$ cat src/rtl/core/cba_pkg.sv
// Package for the contiguous block allocator.
// Holds shared widths, reset values and command and status codes.
// No dependencies.
package cba_pkg;

   // Default map size in blocks
   localparam int NUM_BLOCKS_DEF = 1024;

   // Free map row width and its index width
   localparam int WORD_W = 32;
   localparam int LW     = $clog2(WORD_W);

   // Request byte count and block size register
   localparam int BYTES_W       = 32;
   localparam int BLOCK_BYTES_W = 17;
   localparam logic [BLOCK_BYTES_W-1:0] BLOCK_BYTES_RST = 17'd4096;

   // Command codes
   localparam logic CMD_ALLOC = 1'b0;
   localparam logic CMD_FREE  = 1'b1;

   // Status codes
   localparam logic STAT_OK   = 1'b0;
   localparam logic STAT_FAIL = 1'b1;

endpackage

$ cat src/rtl/core/cba_req_if.sv
// Command channel of the contiguous block allocator.
// Carries valid, ready and one command beat; depends on cba_pkg.
interface cba_req_if
   import cba_pkg::*;
   #(parameter int NUM_BLOCKS = NUM_BLOCKS_DEF)
   ();

   localparam int BLK_W = $clog2(NUM_BLOCKS);
   localparam int CNT_W = $clog2(NUM_BLOCKS + 1);

   logic               valid;
   logic               ready;
   logic               command;
   logic [BYTES_W-1:0] request_bytes;
   logic [BLK_W-1:0]   first_block;
   logic [CNT_W-1:0]   release_count;

   modport source (
      output valid, command, request_bytes, first_block, release_count,
      input  ready
   );

   modport sink (
      input  valid, command, request_bytes, first_block, release_count,
      output ready
   );

endinterface

$ cat src/rtl/core/cba_rsp_if.sv
// Result channel of the contiguous block allocator.
// Carries valid, ready and one result beat; depends on cba_pkg.
interface cba_rsp_if
   import cba_pkg::*;
   #(parameter int NUM_BLOCKS = NUM_BLOCKS_DEF)
   ();

   localparam int BLK_W = $clog2(NUM_BLOCKS);
   localparam int CNT_W = $clog2(NUM_BLOCKS + 1);

   logic             valid;
   logic             ready;
   logic             status;
   logic [BLK_W-1:0] run_start;
   logic [CNT_W-1:0] free_total;

   modport source (
      output valid, status, run_start, free_total,
      input  ready
   );

   modport sink (
      input  valid, status, run_start, free_total,
      output ready
   );

endinterface

$ cat src/rtl/core/contiguous_block_allocator_top.sv
// Allocate: accept, bit-serial divide, range check, scan steps, a row read, one row write per
// row marked, then the result hand-off. One scan step per free or used stretch within a 32-bit
// map row. Free: accept, a row read, one row write per row touched, then the result hand-off.
// One command at a time; the result register lets the next command enter while a result still
// waits. Reset: synchronous, active high, then a clearing pass over every map row marks all
// blocks free.
module contiguous_block_allocator_top
   import cba_pkg::*;
   #(parameter int NUM_BLOCKS = NUM_BLOCKS_DEF)
   (
   input  logic                     clock,
   input  logic                     reset,
   input  logic                     csr_wr_en,
   input  logic [BLOCK_BYTES_W-1:0] csr_wr_data,
   cba_req_if.sink                  req_chan,
   cba_rsp_if.source                rsp_chan
   );

   localparam int BLK_W = $clog2(NUM_BLOCKS);
   localparam int CNT_W = $clog2(NUM_BLOCKS + 1);
   localparam int ROWS  = (NUM_BLOCKS + WORD_W - 1) / WORD_W;
   localparam int RW    = (ROWS > 1) ? $clog2(ROWS) : 1;
   localparam int PW    = $clog2(ROWS * WORD_W + 1);
   localparam int DCW   = $clog2(BYTES_W);

   typedef enum logic [2:0] {
      ST_INIT, ST_IDLE, ST_DIV, ST_CHECK, ST_SCAN, ST_MARK_RD, ST_MARK_WR, ST_DONE
   } state_type;

   // Row holding a block position
   function automatic logic [RW-1:0] row_of(input logic [PW-1:0] p);
      return RW'(p >> LW);
   endfunction

   // Length of the run of ones starting at bit 0
   function automatic logic [LW:0] ones_run(input logic [WORD_W-1:0] v);
      logic [LW:0] n;
      n = (LW+1)'(WORD_W);
      for (int i = WORD_W - 1; i >= 0; i--) begin
         if (!v[i]) n = (LW+1)'(i);
      end
      return n;
   endfunction

   // Bits of one row whose block index lies in [lo, hi)
   function automatic logic [WORD_W-1:0] row_mask(input logic [RW-1:0] r,
                                                  input logic [PW-1:0] lo,
                                                  input logic [PW-1:0] hi);
      logic [WORD_W-1:0] m;
      logic [PW-1:0]     idx;
      m = '0;
      for (int i = 0; i < WORD_W; i++) begin
         idx  = PW'({r, LW'(i)});
         m[i] = (idx >= lo) && (idx < hi);
      end
      return m;
   endfunction

   function automatic logic [LW:0] pop_count(input logic [WORD_W-1:0] v);
      logic [LW:0] n;
      n = '0;
      for (int i = 0; i < WORD_W; i++) begin
         n = n + (LW+1)'(v[i]);
      end
      return n;
   endfunction

   // Free map rows
   logic [WORD_W-1:0] map_mem [ROWS];
   logic [WORD_W-1:0] rd_data_ff;
   logic [RW-1:0]     rd_addr;
   logic [RW-1:0]     wr_addr;
   logic [WORD_W-1:0] wr_data;
   logic              wr_en;

   state_type                state_ff, state_in;
   logic [BLOCK_BYTES_W-1:0] block_bytes_ff, block_bytes_in;
   logic                     cmd_ff, cmd_in;
   logic [BYTES_W-1:0]       quot_ff, quot_in;
   logic [BLOCK_BYTES_W-1:0] rem_ff, rem_in;
   logic [DCW-1:0]           div_cnt_ff, div_cnt_in;
   logic [CNT_W-1:0]         needed_ff, needed_in;
   logic [PW-1:0]            pos_ff, pos_in;
   logic [CNT_W-1:0]         run_ff, run_in;
   logic [PW-1:0]            begin_ff, begin_in;
   logic [PW-1:0]            range_lo_ff, range_lo_in;
   logic [PW-1:0]            range_hi_ff, range_hi_in;
   logic [RW-1:0]            mark_row_ff, mark_row_in;
   logic [RW-1:0]            last_row_ff, last_row_in;
   logic [CNT_W-1:0]         tally_ff, tally_in;
   logic                     res_status_ff, res_status_in;
   logic [BLK_W-1:0]         res_start_ff, res_start_in;
   logic                     rsp_valid_ff, rsp_valid_in;
   logic                     rsp_status_ff, rsp_status_in;
   logic [BLK_W-1:0]         rsp_start_ff, rsp_start_in;
   logic [CNT_W-1:0]         rsp_total_ff, rsp_total_in;

   // Shared datapath terms
   logic [BLOCK_BYTES_W-1:0] divisor;
   logic [BLOCK_BYTES_W:0]   rem_shift;
   logic [BLOCK_BYTES_W:0]   rem_diff;
   logic                     rem_ge;
   logic [BYTES_W:0]         needed_wide;
   logic [LW-1:0]            bit_off;
   logic                     bit_free;
   logic [WORD_W-1:0]        probe;
   logic [LW:0]              step;
   logic [CNT_W:0]           run_sum;
   logic [PW-1:0]            begin_sel;
   logic [PW-1:0]            alloc_hi;
   logic [CNT_W:0]           free_end;
   logic [CNT_W:0]           free_clip;
   logic [WORD_W-1:0]        mask;
   logic                     req_take;

   assign req_chan.ready      = (state_ff == ST_IDLE);
   assign req_take            = req_chan.valid && (state_ff == ST_IDLE);
   assign rsp_chan.valid      = rsp_valid_ff;
   assign rsp_chan.status     = rsp_status_ff;
   assign rsp_chan.run_start  = rsp_start_ff;
   assign rsp_chan.free_total = rsp_total_ff;

   // Restoring divider step, one quotient bit a cycle
   assign divisor   = (block_bytes_ff == '0) ? BLOCK_BYTES_W'(1) : block_bytes_ff;
   assign rem_shift = {rem_ff, quot_ff[BYTES_W-1]};
   assign rem_diff  = rem_shift - {1'b0, divisor};
   assign rem_ge    = (rem_shift >= {1'b0, divisor});
   assign needed_wide = {1'b0, quot_ff} + (BYTES_W+1)'(rem_ff != '0);

   // Scan step: length of the stretch from the cursor to the next change of bit value or the row end
   assign bit_off   = pos_ff[LW-1:0];
   assign bit_free  = rd_data_ff[bit_off];
   assign probe     = bit_free ? (rd_data_ff >> bit_off) : (~rd_data_ff >> bit_off);
   assign step      = ones_run(probe);
   assign run_sum   = (CNT_W+1)'(run_ff) + (CNT_W+1)'(step);
   assign begin_sel = (run_ff == '0) ? pos_ff : begin_ff;
   assign alloc_hi  = begin_sel + PW'(needed_ff);

   // Free range, clipped at the map end
   assign free_end  = (CNT_W+1)'(req_chan.first_block) + (CNT_W+1)'(req_chan.release_count);
   assign free_clip = (free_end > (CNT_W+1)'(NUM_BLOCKS)) ? (CNT_W+1)'(NUM_BLOCKS) : free_end;

   assign mask = (state_ff == ST_INIT)
                 ? row_mask(mark_row_ff, '0, PW'(NUM_BLOCKS))
                 : row_mask(mark_row_ff, range_lo_ff, range_hi_ff);

   // Sequencer
   always_comb begin
      state_in       = state_ff;
      block_bytes_in = csr_wr_en ? csr_wr_data : block_bytes_ff;
      cmd_in         = cmd_ff;
      quot_in        = quot_ff;
      rem_in         = rem_ff;
      div_cnt_in     = div_cnt_ff;
      needed_in      = needed_ff;
      pos_in         = pos_ff;
      run_in         = run_ff;
      begin_in       = begin_ff;
      range_lo_in    = range_lo_ff;
      range_hi_in    = range_hi_ff;
      mark_row_in    = mark_row_ff;
      last_row_in    = last_row_ff;
      tally_in       = tally_ff;
      res_status_in  = res_status_ff;
      res_start_in   = res_start_ff;
      rsp_valid_in   = rsp_valid_ff && !rsp_chan.ready;
      rsp_status_in  = rsp_status_ff;
      rsp_start_in   = rsp_start_ff;
      rsp_total_in   = rsp_total_ff;
      rd_addr        = row_of(pos_ff);
      wr_en          = 1'b0;
      wr_addr        = mark_row_ff;
      wr_data        = rd_data_ff;

      unique case (state_ff)
         ST_INIT: begin
            // clear the map to all free, one row a cycle
            wr_en   = 1'b1;
            wr_data = mask;
            if (mark_row_ff == RW'(ROWS - 1)) begin
               state_in = ST_IDLE;
            end else begin
               mark_row_in = mark_row_ff + RW'(1);
            end
         end
         ST_IDLE: begin
            if (req_take) begin
               cmd_in        = req_chan.command;
               res_status_in = STAT_OK;
               res_start_in  = '0;
               if (req_chan.command == CMD_ALLOC) begin
                  quot_in    = req_chan.request_bytes;
                  rem_in     = '0;
                  div_cnt_in = '0;
                  pos_in     = '0;
                  run_in     = '0;
                  state_in   = ST_DIV;
               end else if ((CNT_W+1)'(req_chan.first_block) >= (CNT_W+1)'(NUM_BLOCKS) ||
                            req_chan.release_count == '0) begin
                  state_in = ST_DONE;
               end else begin
                  range_lo_in = PW'(req_chan.first_block);
                  range_hi_in = PW'(free_clip);
                  mark_row_in = row_of(PW'(req_chan.first_block));
                  last_row_in = row_of(PW'(free_clip) - PW'(1));
                  state_in    = ST_MARK_RD;
               end
            end
         end
         ST_DIV: begin
            quot_in = {quot_ff[BYTES_W-2:0], rem_ge};
            rem_in  = rem_ge ? rem_diff[BLOCK_BYTES_W-1:0] : rem_shift[BLOCK_BYTES_W-1:0];
            div_cnt_in = div_cnt_ff + DCW'(1);
            if (div_cnt_ff == DCW'(BYTES_W - 1)) begin
               state_in = ST_CHECK;
            end
         end
         ST_CHECK: begin
            // round up and reject sizes beyond the map
            if (needed_wide > (BYTES_W+1)'(NUM_BLOCKS)) begin
               res_status_in = STAT_FAIL;
               state_in      = ST_DONE;
            end else begin
               needed_in = CNT_W'(needed_wide);
               state_in  = ST_SCAN;
            end
         end
         ST_SCAN: begin
            if (pos_ff >= PW'(NUM_BLOCKS)) begin
               res_status_in = STAT_FAIL;
               state_in      = ST_DONE;
            end else if (bit_free) begin
               if (run_sum >= (CNT_W+1)'(needed_ff)) begin
                  // grant at the start of this run
                  res_start_in = BLK_W'(begin_sel);
                  tally_in     = tally_ff - needed_ff;
                  range_lo_in  = begin_sel;
                  range_hi_in  = alloc_hi;
                  mark_row_in  = row_of(begin_sel);
                  last_row_in  = row_of(alloc_hi - PW'(1));
                  state_in     = (needed_ff == '0) ? ST_DONE : ST_MARK_RD;
               end else begin
                  begin_in = begin_sel;
                  run_in   = CNT_W'(run_sum);
                  pos_in   = pos_ff + PW'(step);
               end
            end else begin
               run_in = '0;
               pos_in = pos_ff + PW'(step);
            end
            rd_addr = row_of(pos_in);
         end
         ST_MARK_RD: begin
            rd_addr  = mark_row_ff;
            state_in = ST_MARK_WR;
         end
         ST_MARK_WR: begin
            // update one row, fetch the next one
            wr_en = 1'b1;
            if (cmd_ff == CMD_FREE) begin
               wr_data  = rd_data_ff | mask;
               tally_in = tally_ff + CNT_W'(pop_count(mask & ~rd_data_ff));
            end else begin
               wr_data = rd_data_ff & ~mask;
            end
            rd_addr = mark_row_ff + RW'(1);
            if (mark_row_ff == last_row_ff) begin
               state_in = ST_DONE;
            end else begin
               mark_row_in = mark_row_ff + RW'(1);
            end
         end
         ST_DONE: begin
            // hand the result to the output register once it is free
            if (!rsp_valid_ff || rsp_chan.ready) begin
               rsp_valid_in  = 1'b1;
               rsp_status_in = res_status_ff;
               rsp_start_in  = res_start_ff;
               rsp_total_in  = tally_ff;
               state_in      = ST_IDLE;
            end
         end
         default: begin
            state_in = ST_IDLE;
         end
      endcase
   end

   always_ff @(posedge clock) begin
      cmd_ff        <= cmd_in;
      quot_ff       <= quot_in;
      rem_ff        <= rem_in;
      div_cnt_ff    <= div_cnt_in;
      needed_ff     <= needed_in;
      pos_ff        <= pos_in;
      run_ff        <= run_in;
      begin_ff      <= begin_in;
      range_lo_ff   <= range_lo_in;
      range_hi_ff   <= range_hi_in;
      last_row_ff   <= last_row_in;
      res_status_ff <= res_status_in;
      res_start_ff  <= res_start_in;
      rsp_status_ff <= rsp_status_in;
      rsp_start_ff  <= rsp_start_in;
      rsp_total_ff  <= rsp_total_in;
      if (reset) begin
         state_ff       <= ST_INIT;
         block_bytes_ff <= BLOCK_BYTES_RST;
         mark_row_ff    <= '0;
         tally_ff       <= CNT_W'(NUM_BLOCKS);
         rsp_valid_ff   <= 1'b0;
      end else begin
         state_ff       <= state_in;
         block_bytes_ff <= block_bytes_in;
         mark_row_ff    <= mark_row_in;
         tally_ff       <= tally_in;
         rsp_valid_ff   <= rsp_valid_in;
      end
   end

   // Map row storage: one write and one registered read a cycle
   always_ff @(posedge clock) begin
      if (wr_en) begin
         map_mem[wr_addr] <= wr_data;
      end
      rd_data_ff <= map_mem[rd_addr];
   end

endmodule
$ cat src/flat_wrapper.sv
// flat-port wrapper written by rule: the top's interface ports become plain ports
module contiguous_block_allocator_top_flat import cba_pkg::*;
#(parameter int NUM_BLOCKS = NUM_BLOCKS_DEF)
  (clock, reset, csr_wr_en, csr_wr_data, req_chan_valid, req_chan_command, req_chan_request_bytes, req_chan_first_block, req_chan_release_count, req_chan_ready, rsp_chan_valid, rsp_chan_status, rsp_chan_run_start, rsp_chan_free_total, rsp_chan_ready);
  cba_req_if #(.NUM_BLOCKS(NUM_BLOCKS)) req_chan_i ();
  cba_rsp_if #(.NUM_BLOCKS(NUM_BLOCKS)) rsp_chan_i ();
  input  logic clock;
  input  logic reset;
  input  logic csr_wr_en;
  input  logic [BLOCK_BYTES_W-1:0] csr_wr_data;
  input wire logic [$bits(req_chan_i.valid)-1:0] req_chan_valid;
  input wire logic [$bits(req_chan_i.command)-1:0] req_chan_command;
  input wire logic [$bits(req_chan_i.request_bytes)-1:0] req_chan_request_bytes;
  input wire logic [$bits(req_chan_i.first_block)-1:0] req_chan_first_block;
  input wire logic [$bits(req_chan_i.release_count)-1:0] req_chan_release_count;
  output wire logic [$bits(req_chan_i.ready)-1:0] req_chan_ready;
  output wire logic [$bits(rsp_chan_i.valid)-1:0] rsp_chan_valid;
  output wire logic [$bits(rsp_chan_i.status)-1:0] rsp_chan_status;
  output wire logic [$bits(rsp_chan_i.run_start)-1:0] rsp_chan_run_start;
  output wire logic [$bits(rsp_chan_i.free_total)-1:0] rsp_chan_free_total;
  input wire logic [$bits(rsp_chan_i.ready)-1:0] rsp_chan_ready;
  assign req_chan_i.valid = req_chan_valid;
  assign req_chan_i.command = req_chan_command;
  assign req_chan_i.request_bytes = req_chan_request_bytes;
  assign req_chan_i.first_block = req_chan_first_block;
  assign req_chan_i.release_count = req_chan_release_count;
  assign req_chan_ready = req_chan_i.ready;
  assign rsp_chan_valid = rsp_chan_i.valid;
  assign rsp_chan_status = rsp_chan_i.status;
  assign rsp_chan_run_start = rsp_chan_i.run_start;
  assign rsp_chan_free_total = rsp_chan_i.free_total;
  assign rsp_chan_i.ready = rsp_chan_ready;
  contiguous_block_allocator_top #(.NUM_BLOCKS(NUM_BLOCKS)) u_core (.clock(clock), .reset(reset), .csr_wr_en(csr_wr_en), .csr_wr_data(csr_wr_data), .req_chan(req_chan_i), .rsp_chan(rsp_chan_i));
endmodule
$ cat config.mk
export PLATFORM = sky130hd
export DESIGN_NAME = contiguous_block_allocator_top_flat
export DESIGN_NICKNAME = d
export VERILOG_FILES = /design/src/rtl/core/cba_pkg.sv /design/src/rtl/core/cba_req_if.sv /design/src/rtl/core/cba_rsp_if.sv /design/src/rtl/core/contiguous_block_allocator_top.sv /design/src/flat_wrapper.sv
export SDC_FILE = /design/constraint.sdc
export NUM_CORES = 2
export LEC_CHECK = 0
export BUFFER_PORTS_ARGS = -buffer_cell sky130_fd_sc_hd__buf_4
export CAP_MARGIN = 20
export CELL_PAD_IN_SITES_DETAIL_PLACEMENT = 0
export CELL_PAD_IN_SITES_GLOBAL_PLACEMENT = 1
export CORE_AREA = 2 2 356 358
export DETAILED_ROUTE_END_ITERATION = 8
export DIE_AREA = 0 0 358 360
export PLACE_DENSITY_LB_ADDON = 0.1
export SKIP_LAST_GASP = 1
export SYNTH_ARGS = -nofsm -noshare
export SYNTH_HDL_FRONTEND = slang
export SYNTH_SLANG_ARGS = --single-unit
export TNS_END_PERCENT = 50
$ cat constraint.sdc
create_clock -name clock -period 8.05 [get_ports clock]
set_input_delay 1.2075 -clock clock [delete_from_list [all_inputs] [get_ports clock]]
set_output_delay 1.2075 -clock clock [all_outputs]
set_load 0.03 [all_outputs]
==> reports/qor.log <==
[synthesis] mean area per synthesized cell 12.2 µm²
[synthesis] Top FF cell, synth sky130_fd_sc_hd__edfxtp_1
[finish] footprint of the multi-input gates 22400 µm²
[pwr] overall power consumption 0.0136 W
[pwr] Cell Pwr Density 178 nW/µm²
[worst_setup_path] required time reported for the critical path endpoint 8.75 ns
[placed_design] final weighted congestion of routability-driven global placement 0.943
[worst_setup_path] kind of start point of the critical path flip-flop
[global_route] vias in the first global route 42700
[pwr] Static Leakage 29.6 nW
[worst_setup_path] Data arrival, critical path 9.41 ns
[finish] most common cell after layout, fill and taps aside sky130_fd_sc_hd__edfxtp_1
[global_route] total track usage 0.305
[cts] Max clock buf depth 3
[floorplan] Top Ports 100
[global_route] largest net degree at the start of global routing 226
[cts] Worst-Skew Late Latency 0.79 ns
[routing] via density per instance 6.09
[synthesis] number of synthesized register bits 1252
[finish] Layout fillers 9745
[synthesis] Mapped Area 58500 µm²
[cts] number of sinks driven by the clock tree 1252
[routing] Final ANT Viol Nets 0
[sta] final hold viol count 0
[synthesis] portion of the post-synthesis area used by sequential elements 0.630
[sta] Fin Clk Skew 0.0373 ns
[cts] root buffer cell sky130_fd_sc_hd__clkbuf_16
[worst_setup_path] top fanout value on the critical path 8
[placed_design] half-perimeter wire length after placement 118000 µm
[routing] average wire length per cell after detail routing 27.5 µm
[placed_design] number of port buffers 99
[routing] total DRC errors in the routed layout 0
[floorplan] Die Y-Extent 360 µm
[finish] nets 5751
[finish] proportion of layout cells with a drive suffix above 1 0.297
[global_route] overall overflow remaining after global route 0
[floorplan] placement row count 130
[synthesis] ys async rst share 0
[cts] number of levels the H-tree was split into 4
[synthesis] number of enable-type register cells in the synthesized netlist 1183
[cts] clock buffer count from CTS 136
[sta] Tightest Pin Transition 1.42 ns
[worst_setup_path] endpoint class of the critical path flip-flop
[sta] count of endpoints failing setup in the final report 36
[sta] slack of the critical path -0.659 ns
[synthesis] cells after synthesis 4799
[worst_setup_path] CP max stage delay 0.56 ns
[run_status] failing checks negative setup slack
[synthesis] count of unique library cells instantiated by Yosys 94
[routing] vias after detailed routing 44500
[finish] final core utilization 0.612
[synthesis] post-synthesis net count 5003
[floorplan] starting density of the core 0.469
[placed_design] DP Area 66100 µm²
[sta] final critical-path share of the clock period 1.08
[sta] unrepaired setup endpoints after global routing yes
[worst_setup_path] cell with the biggest individual delay on the critical path sky130_fd_sc_hd__mux4_2
[finish] sequential cell area in the final layout 36900 µm²
[global_route] wire length of the first global-routing pass 289000 µm
[sta] fmax 115 MHz
[floorplan] floorplan die width 358 µm
[worst_setup_path] startpoint-to-endpoint class of the critical path flip-flop to flip-flop
[run_status] result of the run complete, but fails checks
[cts] clock input transition at the sequential cells of the worst setup and hold paths 0.06 ns
[finish] post-layout instance area 76400 µm²
[floorplan] area of the core region 125000 µm²
[run] max-cap violations 0
[finish] P&R area growth vs syn 30.5%
[sta] tightest slew margin relative to the limit 0.0509
[synthesis] Synth warnings 0
[routing] number of search-and-repair iterations in the first detailed-routing pass 6
[sta] Final Max Tran Viols 0
[routing] initial DRC count 4930
[pwr] largest voltage drop on the vdd net 225 µV
[hold_path] type of the tightest min-delay check flip-flop to flip-flop
[sta] fin crit period 8.71 ns
[global_route] initial antenna violation count 6
[cts] CTS tree done
[finish] most used cells in the layout excluding fill and tap cells sky130_fd_sc_hd__edfxtp_1, sky130_fd_sc_hd__buf_4, sky130_fd_sc_hd__nand3_1
[routing] overall routed net length 201000 µm
[floorplan] die outline area 129000 µm²
[worst_setup_path] most frequent CP cell sky130_fd_sc_hd__a21o_1
power by group:
| group | switching, W | internal, W | total, W |
|---|---|---|---|
| registers | 0.00000932 | 0.00706 | 0.00707 |
| logic | 0.000205 | 0.000123 | 0.000327 |
| clock network | 0.00263 | 0.00355 | 0.00618 |
per-layer routing:
metal | up-vias | share of wire | routed length, µm | GRT usage
met5 | - | 0 | 0 | 0
li1 | 19900 | - | - | -
met3 | 369 | 0.074 | 14900 | 0.0486
met1 | 22500 | 0.43 | 86700 | 0.436
met2 | 1789 | 0.46 | 92700 | 0.476
met4 | 0 | 0.034 | 6840 | 0.0976
synthesized netlist by cell type (all sizes together) (18+ instances only):
library cell,n,share of area
and3,276,0.029
o311ai,26,0.0039
and2,27,0.0029
edfxtp,1183,0.61
a21oi,173,0.015
or2,18,0.0019
nor2,252,0.016
mux2i,93,0.016
a211oi,271,0.035
ha,100,0.021
clkbuf,194,0.012
a41oi,65,0.0097
xnor2,88,0.013
dfxtp,69,0.024
buf,142,0.013
nand4,47,0.0053
fa,28,0.0096
o21ai,274,0.024
inv,121,0.0078
mux2,54,0.011
xor2,25,0.0037
nor4,18,0.0019
a21o,50,0.0064
nand2b,22,0.0024
nor3,36,0.0032
nand2,425,0.027
nand3,450,0.039
a31oi,71,0.0076
final timing paths:
check	start	end	slack (ns)	depth (start not counted)
worst min register to register	u_core.res_start_ff[8]	u_core.rsp_chan.run_start[8]	0.41	0
worst max-delay path	u_core.pos_ff[0]	u_core.rd_data_ff[5]	-0.66	45
worst max register to register	u_core.pos_ff[0]	u_core.rd_data_ff[5]	-0.66	45
worst min-delay path	u_core.res_start_ff[8]	u_core.rsp_chan.run_start[8]	0.41	0
cells by family after synthesis:
kind of cell,Yosys count,share of synthesized area
xor+xnor,113,0.0169
fa+ha+maj,128,0.0309
simple gates,1628,0.136
compound gates,1056,0.119
flops,1252,0.630
mux,163,0.0327
buf+inv,459,0.0336
stage by stage:
step	instances	worst slack [ns]	hold slack, ns	TNS, ns
final	7308	-0.659	0.408	-19.21
after CTS	7261	-0.792	0.411	-19.03
after global routing	7308	-0.978	0.421	-30.68
after floorplan	4799	-0.0189	0.400	-0.0189
after global placement	6834	-1.19	0.405	-37.45
after detailed placement	6834	-1.23	0.405	-39.49
sequential cells by signal, indices dropped and copies added, names as in the netlist, 11 cells and up:
| name | count |
|---|---|
| u_core.map_mem | 1024 |
| u_core.rd_data_ff | 32 |
| u_core.tally_ff | 11 |
| u_core.run_ff | 11 |
| u_core.rem_ff | 17 |
| u_core.needed_ff | 11 |
| u_core.block_bytes_ff | 17 |
| u_core.pos_ff | 11 |
| u_core.quot_ff | 32 |
| u_core.range_lo_ff | 11 |
| u_core.rsp_chan.free_total | 11 |
| u_core.begin_ff | 11 |
| u_core.range_hi_ff | 11 |
cell type report:
cell class | instances | share of cell area
inverter | 123 | 0.00604
sequential | 1252 | 0.483
tap | 1650 | 0.0270
clock inverter | 67 | 0.00917
multi-input combinational | 3091 | 0.293
timing repair buffer | 943 | 0.134
clock buffer | 181 | 0.0480
antenna | 1 | 0.0000327
repair_timing:
item,CTS,global route
gates resized for setup,391,276
cloned,55,12
hold buffers,0,0
setup endpoints to repair,59,59
pin swaps,176,174
buffers inserted,131,46
worst max-delay path, delay by kind of cell (launching register included):
| family | cells | cell delay (ns) |
|---|---|---|
| XOR/XNOR | 2 | 0.24 |
| AND/OR/NAND/NOR | 6 | 0.98 |
| buffers and inverters | 7 | 1.09 |
| flip-flops | 1 | 0.52 |
| adder cells (fa/ha/maj) | 2 | 0.49 |
| AO/OA/AOI/OAI | 26 | 4.51 |
| multiplexers | 2 | 0.75 |
No activity file was read; power rests on OpenSTA's default activity.
